[src/assert_macros.svh]
// Assertion macros shared by the RTL files of the escape decoder.
`ifndef ASSERT_MACROS_SVH
`define ASSERT_MACROS_SVH
`ifndef SYNTHESIS
// Check a property on every rising clock edge outside reset.
`define ASSERT_CLK(label, clk, rstn, prop) \
    label: assert property (@(posedge clk) disable iff (!(rstn)) (prop)) \
        else $error("%m: assertion failed");
// Check that a condition implies another in the same cycle.
`define ASSERT_IMPLIES(label, clk, rstn, ante, cons) \
    label: assert property (@(posedge clk) disable iff (!(rstn)) (ante) |-> (cons)) \
        else $error("%m: assertion failed");
`else
`define ASSERT_CLK(label, clk, rstn, prop)
`define ASSERT_IMPLIES(label, clk, rstn, ante, cons)
`endif
`endif

[src/bed_pkg.sv]
// Types, codes and helper functions of the backslash escape decoder.
package bed_pkg;

    // Input transfer: one raw byte of the escaped string.
    typedef struct packed {
        logic [7:0] in_byte;
        logic       end_of_string;
    } in_t;

    // Result transfer: one decoded byte or one error report.
    typedef struct packed {
        logic [7:0] out_byte;
        logic [2:0] status;
        logic       last;
    } out_t;

    // Status codes
    localparam logic [2:0] ST_OK       = 3'd0;
    localparam logic [2:0] ST_UNKNOWN  = 3'd1;
    localparam logic [2:0] ST_TRAILING = 3'd2;
    localparam logic [2:0] ST_MISSING  = 3'd3;
    localparam logic [2:0] ST_BADHEX   = 3'd4;

    // Characters of the escape syntax
    localparam logic [7:0] CH_BACKSLASH = 8'h5C;
    localparam logic [7:0] CH_T         = 8'h74;
    localparam logic [7:0] CH_N         = 8'h6E;
    localparam logic [7:0] CH_S         = 8'h73;
    localparam logic [7:0] CH_TAB       = 8'h09;
    localparam logic [7:0] CH_NEWLINE   = 8'h0A;
    localparam logic [7:0] CH_SPACE     = 8'h20;

    // Value of a hex digit in bits [3:0]; bit 4 set when the byte is no hex digit.
    function automatic logic [4:0] hex_value(input logic [7:0] c);
        logic [4:0] v;
        v = 5'h10;
        if (c >= 8'h30 && c <= 8'h39) begin
            v = {1'b0, 4'(c - 8'h30)};
        end else if (c >= 8'h41 && c <= 8'h46) begin
            v = {1'b0, 4'(c - 8'h37)};
        end else if (c >= 8'h61 && c <= 8'h66) begin
            v = {1'b0, 4'(c - 8'h57)};
        end
        return v;
    endfunction

endpackage

[src/bed_in_reg.sv]
// Input register stage of the escape decoder.
module bed_in_reg (
    input  logic           aclk,
    input  logic           aresetn,
    input  logic           s_valid,
    output logic           s_ready,
    input  bed_pkg::in_t   s_data,
    output logic           item_valid,
    output bed_pkg::in_t   item,
    input  logic           item_take
);
    import bed_pkg::*;

    logic valid_reg;
    logic valid_next;
    in_t  data_reg;

    // Accept whenever the stage is empty or its item leaves this cycle.
    assign s_ready    = !valid_reg || item_take;
    assign valid_next = (s_valid && s_ready) || (valid_reg && !item_take);

    always_ff @(posedge aclk) begin
        if (!aresetn) begin
            valid_reg <= 1'b0;
        end else begin
            valid_reg <= valid_next;
        end
    end

    // Load the payload on each input transfer.
    always_ff @(posedge aclk) begin
        if (s_valid && s_ready) begin
            data_reg <= s_data;
        end
    end

    assign item_valid = valid_reg;
    assign item       = data_reg;

endmodule

[src/bed_core.sv]
// Escape decoding state machine: one byte per cycle while results find room, at most one result.
`include "assert_macros.svh"
module bed_core (
    input  logic           aclk,
    input  logic           aresetn,
    input  logic           item_valid,
    input  bed_pkg::in_t   item,
    output logic           item_take,
    input  logic           res_space,
    output logic           res_valid,
    output bed_pkg::out_t  res
);
    import bed_pkg::*;

    localparam logic [1:0] PH_NORMAL = 2'd0;
    localparam logic [1:0] PH_ESCAPE = 2'd1;
    localparam logic [1:0] PH_HEX    = 2'd2;
    localparam logic [1:0] PH_DROP   = 2'd3;

    logic [1:0] phase_reg;
    logic [1:0] phase_next;
    logic [3:0] high_nibble_reg;
    logic [3:0] high_nibble_next;
    logic [2:0] error_code_reg;
    logic [2:0] error_code_next;

    logic [4:0] hv;
    logic       is_hex;
    logic       eos;
    logic       has_res;
    out_t       res_c;

    assign hv     = hex_value(item.in_byte);
    assign is_hex = !hv[4];
    assign eos    = item.end_of_string;

    // Decode the current byte against the escape phase.
    always_comb begin
        has_res          = 1'b0;
        res_c            = '{out_byte: 8'h00, status: ST_OK, last: 1'b0};
        phase_next       = phase_reg;
        high_nibble_next = high_nibble_reg;
        error_code_next  = error_code_reg;
        unique case (phase_reg)
            PH_NORMAL: begin
                if (item.in_byte == CH_BACKSLASH) begin
                    if (eos) begin
                        has_res      = 1'b1;
                        res_c.status = ST_TRAILING;
                        res_c.last   = 1'b1;
                    end else begin
                        phase_next = PH_ESCAPE;
                    end
                end else begin
                    has_res        = 1'b1;
                    res_c.out_byte = item.in_byte;
                    res_c.last     = eos;
                end
            end
            PH_ESCAPE: begin
                if (is_hex) begin
                    if (eos) begin
                        has_res      = 1'b1;
                        res_c.status = ST_MISSING;
                        res_c.last   = 1'b1;
                        phase_next   = PH_NORMAL;
                    end else begin
                        high_nibble_next = hv[3:0];
                        phase_next       = PH_HEX;
                    end
                end else if (item.in_byte == CH_BACKSLASH || item.in_byte == CH_T ||
                             item.in_byte == CH_N || item.in_byte == CH_S) begin
                    has_res    = 1'b1;
                    res_c.last = eos;
                    phase_next = PH_NORMAL;
                    if (item.in_byte == CH_T) begin
                        res_c.out_byte = CH_TAB;
                    end else if (item.in_byte == CH_N) begin
                        res_c.out_byte = CH_NEWLINE;
                    end else if (item.in_byte == CH_S) begin
                        res_c.out_byte = CH_SPACE;
                    end else begin
                        res_c.out_byte = CH_BACKSLASH;
                    end
                end else if (eos) begin
                    has_res      = 1'b1;
                    res_c.status = ST_UNKNOWN;
                    res_c.last   = 1'b1;
                    phase_next   = PH_NORMAL;
                end else begin
                    phase_next      = PH_DROP;
                    error_code_next = ST_UNKNOWN;
                end
            end
            PH_HEX: begin
                high_nibble_next = 4'h0;
                if (is_hex) begin
                    has_res        = 1'b1;
                    res_c.out_byte = {high_nibble_reg, hv[3:0]};
                    res_c.last     = eos;
                    phase_next     = PH_NORMAL;
                end else if (eos) begin
                    has_res      = 1'b1;
                    res_c.status = ST_BADHEX;
                    res_c.last   = 1'b1;
                    phase_next   = PH_NORMAL;
                end else begin
                    phase_next      = PH_DROP;
                    error_code_next = ST_BADHEX;
                end
            end
            PH_DROP: begin
                // Drop everything until the end mark, then report the stored error.
                if (eos) begin
                    has_res         = 1'b1;
                    res_c.status    = error_code_reg;
                    res_c.last      = 1'b1;
                    phase_next      = PH_NORMAL;
                    error_code_next = ST_OK;
                end
            end
            default: begin
                phase_next = PH_NORMAL;
            end
        endcase
    end

    // Advance the item when it gives no result or the result register has room.
    assign item_take = item_valid && (!has_res || res_space);
    assign res_valid = item_valid && has_res && res_space;
    assign res       = res_c;

    always_ff @(posedge aclk) begin
        if (!aresetn) begin
            phase_reg       <= PH_NORMAL;
            high_nibble_reg <= 4'h0;
            error_code_reg  <= ST_OK;
        end else if (item_take) begin
            phase_reg       <= phase_next;
            high_nibble_reg <= high_nibble_next;
            error_code_reg  <= error_code_next;
        end
    end

    `ASSERT_IMPLIES(a_drop_has_code, aclk, aresetn,
                    phase_reg == PH_DROP, error_code_reg != ST_OK)
    `ASSERT_IMPLIES(a_code_only_drop, aclk, aresetn,
                    phase_reg != PH_DROP, error_code_reg == ST_OK)
    `ASSERT_IMPLIES(a_nibble_only_hex, aclk, aresetn,
                    phase_reg != PH_HEX, high_nibble_reg == 4'h0)
    `ASSERT_CLK(a_last_resets, aclk, aresetn,
                (item_take && res_valid && res.last) |=> (phase_reg == PH_NORMAL))

endmodule

[src/backslash_escape_decoder.sv]
// Top level of the backslash escape decoder: input stage, decoder and result register.
// Each accepted byte passes through the input register, then the decode logic into the
// result register. The block accepts one byte every cycle as long as results are taken;
// the update of the escape state as each byte is taken sets that rate. A byte yields at
// most one result; escape prefixes and bytes dropped after an error yield none, and the
// end-marked byte always yields exactly one result with last set. There are no
// configuration registers.
`include "assert_macros.svh"
module backslash_escape_decoder (
    input  logic           aclk,
    input  logic           aresetn,
    input  logic           s_valid,
    output logic           s_ready,
    input  bed_pkg::in_t   s_data,
    output logic           m_valid,
    input  logic           m_ready,
    output bed_pkg::out_t  m_data
);
    import bed_pkg::*;

    logic  item_valid;
    in_t   item;
    logic  item_take;
    logic  res_space;
    logic  res_valid;
    out_t  res;

    logic  m_valid_reg;
    logic  m_valid_next;
    out_t  m_data_reg;

    bed_in_reg u_in_reg (
        .aclk       (aclk),
        .aresetn    (aresetn),
        .s_valid    (s_valid),
        .s_ready    (s_ready),
        .s_data     (s_data),
        .item_valid (item_valid),
        .item       (item),
        .item_take  (item_take)
    );

    bed_core u_core (
        .aclk       (aclk),
        .aresetn    (aresetn),
        .item_valid (item_valid),
        .item       (item),
        .item_take  (item_take),
        .res_space  (res_space),
        .res_valid  (res_valid),
        .res        (res)
    );

    // Result register: room when empty or its transfer completes this cycle.
    assign res_space    = !m_valid_reg || m_ready;
    assign m_valid_next = res_valid || (m_valid_reg && !m_ready);

    always_ff @(posedge aclk) begin
        if (!aresetn) begin
            m_valid_reg <= 1'b0;
        end else begin
            m_valid_reg <= m_valid_next;
        end
    end

    always_ff @(posedge aclk) begin
        if (res_valid) begin
            m_data_reg <= res;
        end
    end

    assign m_valid = m_valid_reg;
    assign m_data  = m_data_reg;

    `ASSERT_IMPLIES(a_err_zero_last, aclk, aresetn,
                    m_valid_reg && m_data_reg.status != ST_OK,
                    m_data_reg.out_byte == 8'h00 && m_data_reg.last)
    `ASSERT_IMPLIES(a_no_overwrite, aclk, aresetn, res_valid, !m_valid_reg || m_ready)

endmodule
[config.mk]
export PLATFORM = sky130hd
export DESIGN_NAME = backslash_escape_decoder
export DESIGN_NICKNAME = d
export VERILOG_FILES = /design/src/bed_pkg.sv /design/src/bed_in_reg.sv /design/src/bed_core.sv /design/src/backslash_escape_decoder.sv
export VERILOG_INCLUDE_DIRS = /design/src /design/src/src
export SDC_FILE = /design/constraint.sdc
export NUM_CORES = 1
export LEC_CHECK = 0
export BUFFER_PORTS_ARGS = -buffer_cell sky130_fd_sc_hd__buf_2
export CAP_MARGIN = 40
export CORE_MARGIN = 3
export CORE_UTILIZATION = 25
export DETAILED_ROUTE_END_ITERATION = 8
export HOLD_SLACK_MARGIN = 0.15
export PLACE_DENSITY = 0.45
export SYNTH_ARGS = -nofsm -noshare
export SYNTH_HDL_FRONTEND = slang
export SYNTH_SLANG_ARGS = --single-unit
[constraint.sdc]
create_clock -name aclk -period 3.6 [get_ports aclk]
set_input_delay 0.54 -clock aclk [delete_from_list [all_inputs] [get_ports aclk]]
set_output_delay 0.54 -clock aclk [all_outputs]
set_load 0.05 [all_outputs]
==> impl_metrics.toml, run 1 <==
[worst_setup_path]
worstPathRequired_ps = 3060
critical_path.endpoint_type = "primary output"
cp_max_fo = 6
r2r_start = "u_in_reg.item[1]"
reg2reg_depth = 8
r2r_end = "u_core.high_nibble_reg[3]"
cp_data_arrival_time_ps = 2560
setup.worst_path.class = "reg2out"
r2r_slack_ps = 960
cp-start-kind = "register"

[clocking]
clock-sinks = 31
postCtsSetupBuffers = 0
insertion_delay_ps = 280
htreeDepth = 2
cts_resized = 0
cts_tree = "yes"
cts_buffer_depth = 2
root_buffer = "clkbuf_8"
clkTransAtPathRegs_ps = 60
cts_buffers = 5
holdBufCountCts = 0

[floorplanning]
die_h_um = 90.6
pin_count = 27
fp-row-count = 30
dieArea_um2 = 8210
die_w_um = 90.6
start_util = 0.261
core_um2 = 6870

[final_layout]
final_util = 0.305
nNetsFinal = 216
layout-drive-gt1-share = 0.250
area_growth_pct = 17.0
largest_reg_flops = 12
num_antenna_cells = 0

[synth]
ys_types = 51
ys_warn_count = 0
async_reset_ff_frac = 0
ys_ff_latch = 31
syn_avg_cell_area_um2 = 10.3
ys_seq_area_frac = 0.464
synth_fp_nets = 191
syn_area_um2 = 1790
netlist.area_leader.share = 0.352
synth_top_cell_by_area = "edfxtp_1"
synth_edf_count = 21
synthCells = 174
synth_area_leaders = "edfxtp_1 (35%), dfxtp_1 (11%), nand2_1 (5.7%)"
synthFlopType = "edfxtp_1"

[power]
powerDensity_nw_per_um2 = 360
switchingPower_mw = 0.193
ir_drop_v = 0.000172
p_int_mw = 0.561
p_clk_frac = 0.338
switching_share = 0.256
pwr-share-seq = 0.545
pwr-share-comb = 0.117
leakage_nw = 0.758

[timing]
rsz0062_at_grt = "no"
finalCritPeriodShare = 0.860
timing.final.crit_period_ps = 3100
max_freq_mhz = 323
slew_headroom = 0.594
final.setup.tns_ps = 0
finClkSkew_ps = 4.19
hold_viol_final = 0
maxSlewViolCount = 0
tightest_slew_ps = 608
setup_viol = 0

[global_routing]
antenna_found_initial = 0
grt_pass1_vias = 1378
global_route.usage.total = 0.105
grt_max_degree = 21
grt_pass1_wl_um = 6840
grt-ovfl-total = 0

[detailed_routing]
via_per_inst = 4.55
ant_nets = 0
first_pass_iters = 4
drt_iter0_markers = 102
drt-total-wl_um = 3960
drc_errors = 0
wl_per_cell_um = 13.4
vias = 1347

[placement]
dp.final_hpwl_um = 2850
port_buffers = 26
routabilityCongestion = 0.873

[min_path]
min-delay-start = "s_data[0]"
holdPathStages = 1
hold_end = "u_in_reg.item[0]"
hp-class = "in2reg"

[status]
outcome = "finished clean"

[flow_run]
drv_cap = 0
-- stage by stage --
stage	instances	power (mW)	instance area (um^2)	hold WS (ps)	setup WS, ps
2_1_floorplan	174	0.481	1790	435	933
3_3_place_gp	288	0.507	2010	446	880
3_5_place_dp	288	0.507	2010	451	810
4_1_cts	296	0.769	2090	423	489
5_1_grt	296	0.798	2090	422	372
6_report	296	0.753	2090	435	505
-- power by group through the flow --
| stage | registers [mW] | logic (mW) | clock network (mW) |
|---|---|---|---|
| 2_1_floorplan | 0.436 | 0.0451 | 0 |
| 5_1_grt | 0.412 | 0.0967 | 0.289 |
| 4_1_cts | 0.410 | 0.0890 | 0.270 |
| 3_5_place_dp | 0.418 | 0.0887 | 0 |
| 6_report | 0.410 | 0.0885 | 0.255 |
| 3_3_place_gp | 0.418 | 0.0891 | 0 |
-- critical path, cell delays in order (launching register included) --
cell	delay, ps
edfxtp_1	470
inv_1	160
ha_1	250
or3b_4	420
nand4_2	120
nand3_2	110
a211o_1	350
nand3_1	120
buf_2	270
-- cell families after synthesis --
kind of cell	Yosys count	synth area share
adder cells (fa/ha/maj)	4	0.0280
AO/OA/AOI/OAI	38	0.164
XOR/XNOR	1	0.00489
flip-flops	31	0.464
multiplexers	8	0.0454
buffers and inverters	16	0.0405
AND/OR/NAND/NOR	76	0.253
-- area by class of cell --
| class | instances | area [um^2] |
|---|---|---|
| Clock buffer | 7 | 76.3 |
| Fill cell | 723 | 4770 |
| Inverter | 4 | 15.0 |
| Clock inverter | 1 | 5.00 |
| Sequential cell | 31 | 831 |
| Tap cell | 96 | 120 |
| Multi-Input combinational cell | 127 | 887 |
| Timing Repair Buffer | 30 | 160 |
-- worst max path at each step --
stage | startpoint | cells past startpoint | end | slack (ps)
after global placement | u_in_reg.item[1] | 8 | s_ready | 880
after CTS | u_in_reg.item[1] | 8 | s_ready | 490
after detailed placement | u_in_reg.item[1] | 8 | s_ready | 810
final | u_in_reg.item[1] | 8 | s_ready | 500
after floorplan | u_in_reg.item[1] | 8 | m_data[0] | 930
after global routing | u_in_reg.item[1] | 8 | s_ready | 370
-- cells in the mapped netlist (all sizes together), types with 2 or more instances --
cell type / number
a21boi: 2
nor2b: 6
dfxtp: 10
ha: 4
mux2i: 7
nor3: 6
and3: 5
nand3: 7
clkbuf: 9
edfxtp: 21
o211ai: 2
a22oi: 2
buf: 3
o311ai: 2
o31ai: 2
inv: 4
nand3b: 2
a32oi: 2
nand2b: 5
a21oi: 3
o21a: 2
o21ai: 12
nor2: 5
a31oi: 2
nand2: 28
nand4: 4
nand4b: 2
-- metal layers --
metal	vias to the layer above	routed length (um)	global-route usage
met3	4	228	0.0283
met5	-	0	0
met1	613	1940	0.146
li1	692	-	-
met4	0	77	0.0472
met2	38	1710	0.151
-- placed cells by master, fill, tap and decap left out, drive strengths merged, types with 2 or more instances in the layout --
| cell | count |
|---|---|
| a21boi | 2 |
| a21oi | 3 |
| a22oi | 2 |
| a31oi | 2 |
| a32oi | 2 |
| and3 | 5 |
| buf | 30 |
| clkbuf | 7 |
| dfxtp | 10 |
| edfxtp | 21 |
| ha | 4 |
| inv | 4 |
| mux2i | 7 |
| nand2 | 28 |
| nand2b | 5 |
| nand3 | 7 |
| nand3b | 2 |
| nand4 | 4 |
| nand4b | 2 |
| nor2 | 5 |
| nor2b | 6 |
| nor3 | 6 |
| o211ai | 2 |
| o21a | 2 |
| o21ai | 12 |
| o311ai | 2 |
| o31ai | 2 |
Note: power is estimated with default switching activity, not from simulation.
==> inputs of run 2 (changes only) <==
CTS_BUF_LIST = sky130_fd_sc_hd__clkbuf_4   (was default)
clock period = 3.9 ns   (was 3.6 ns; I/O delays follow)
==> impl_metrics.toml, run 2 (synthesis gave the netlist of run 1 again) <==
[worst_setup_path]
r2r_start = "u_in_reg.item[1]"
cp-startpoint = "u_in_reg.item[1]"
r2r_end = "u_core.high_nibble_reg[1]"
crit_path_end = "s_ready"
r2r_slack_ps = 1250
critical_path.endpoint_type = "primary output"
crit_family = "simple AND/OR/NAND/NOR gates"
max_stage_delay_ps = 500
crit_chain = "inv_1, ha_1, or3b_4, nand4_2, nand3_2, a211o_1, nand3_1, buf_2"
reg2reg_depth = 8
setup.worst_path.class = "reg2out"
timing.critical_path.buf_inv = 2
cp-start-kind = "register"
cp_max_fo = 6
worstPathRequired_ps = 3310
cp_data_arrival_time_ps = 2630
crit_path_top_delay_cell = "edfxtp_1"
path_depth = 8

[detailed_routing]
ant_nets = 0
drt_iter0_markers = 53
drc_errors = 0
wl_per_cell_um = 13.6
via_per_inst = 4.65
drt-total-wl_um = 4010
first_pass_iters = 4
vias = 1372

[placement]
dp.final_hpwl_um = 2870
routabilityCongestion = 0.861
port_buffers = 26

[clocking]
cts_tree = "yes"
insertion_delay_ps = 330
postCtsSetupBuffers = 0
cts_buffer_depth = 2
clkTransAtPathRegs_ps = 90
htreeDepth = 2
root_buffer = "clkbuf_4"
cts_buffers = 5
clock-sinks = 31
cts_resized = 0
holdBufCountCts = 0

[timing]
max_freq_mhz = 311
timing.final.crit_period_ps = 3220
finalCritPeriodShare = 0.825
finClkSkew_ps = 14.6
rsz0062_at_grt = "no"
tightest_slew_ps = 620
final.setup.tns_ps = 0
slew_headroom = 0.586
maxSlewViolCount = 0
setup_viol = 0
whs_ps = 427
hold_viol_final = 0

[global_routing]
grt_pass1_vias = 1352
grt_max_degree = 21
grt_pass1_wl_um = 6960
grt-ovfl-total = 0
antenna_found_initial = 0
global_route.usage.total = 0.106

[final_layout]
num_antenna_cells = 0
nNetsFinal = 215
largest_reg_flops = 12
layout-drive-gt1-share = 0.251
area_growth_pct = 15.0
final_cell_mix = "nand2_1 (27), buf_2 (26), edfxtp_1 (21)"
final_common_cell = "nand2_1"

[status]
outcome = "finished clean"

[floorplanning]
start_util = 0.261
die_h_um = 90.6
die_w_um = 90.6
pin_count = 27
dieArea_um2 = 8210
core_um2 = 6870
fp-row-count = 30

[power]
ir_drop_v = 0.000152
leakage_nw = 0.743
powerDensity_nw_per_um2 = 314

[flow_run]
drv_cap = 0

[min_path]
hp-class = "in2reg"
==> run 2: changes by cell type in the layout (fill, tap and decap cells not counted) <==
cell,change
clkbuf_4,+6
buf_4,-1
clkbuf_1,-2
clkbuf_8,-5
clkinv_1,+1
==> run 2: metal layers <==
metal | routed length [um] | track usage | vias to the layer above
met3 | 241 | 0.0308 | 2
met1 | 2100 | 0.154 | 637
met5 | 0 | 0 | -
met4 | 23 | 0.0383 | 0
li1 | - | - | 693
met2 | 1640 | 0.148 | 40
==> run 2: final cells by class <==
| class | count | area, um^2 |
|---|---|---|
| multi-input cells | 127 | 887 |
| fillers | 741 | 4810 |
| clock buffers | 6 | 45.0 |
| clock inverters | 2 | 8.76 |
| well taps | 96 | 120 |
| repair buffers | 29 | 153 |
| inverters | 4 | 15.0 |
| flip-flops and latches | 31 | 831 |
==> run 2: worst min path at each step <==
stage | start | endpoint | slack (ps) | cells past startpoint
6_report | s_data[4] | u_in_reg.item[4] | 430 | 1
5_1_grt | s_data[7] | u_in_reg.item[7] | 400 | 1
4_1_cts | s_data[4] | u_in_reg.item[4] | 410 | 1
3_5_place_dp | u_core.high_nibble_reg[3] | u_core.high_nibble_reg[3] | 450 | 2
3_3_place_gp | u_core.error_code_reg[2] | u_core.error_code_reg[2] | 450 | 2
2_1_floorplan | u_core.high_nibble_reg[1] | u_core.high_nibble_reg[1] | 430 | 2
==> run 2: metrics by stage <==
| stage | power [mW] | worst slack, ps | util | cells | cell area [um^2] |
|---|---|---|---|---|---|
| after global routing | 0.687 | 488 | 0.300 | 295 | 2060 |
| after detailed placement | 0.468 | 1070 | 0.292 | 287 | 2010 |
| after global placement | 0.468 | 1120 | 0.292 | 287 | 2010 |
| after floorplan | 0.444 | 1210 | - | 174 | 1790 |
| final | 0.646 | 684 | 0.300 | 295 | 2060 |
| after CTS | 0.657 | 671 | 0.300 | 295 | 2060 |
==> run 2: where the power goes <==
part           switching [mW]  leakage, nW  internal, mW  total (mW)
Sequential             0.0137        0.282         0.365       0.379
Clock                   0.111       0.0331        0.0746       0.186
Combinational          0.0544        0.428        0.0268      0.0812
Total                   0.179        0.743         0.466       0.646
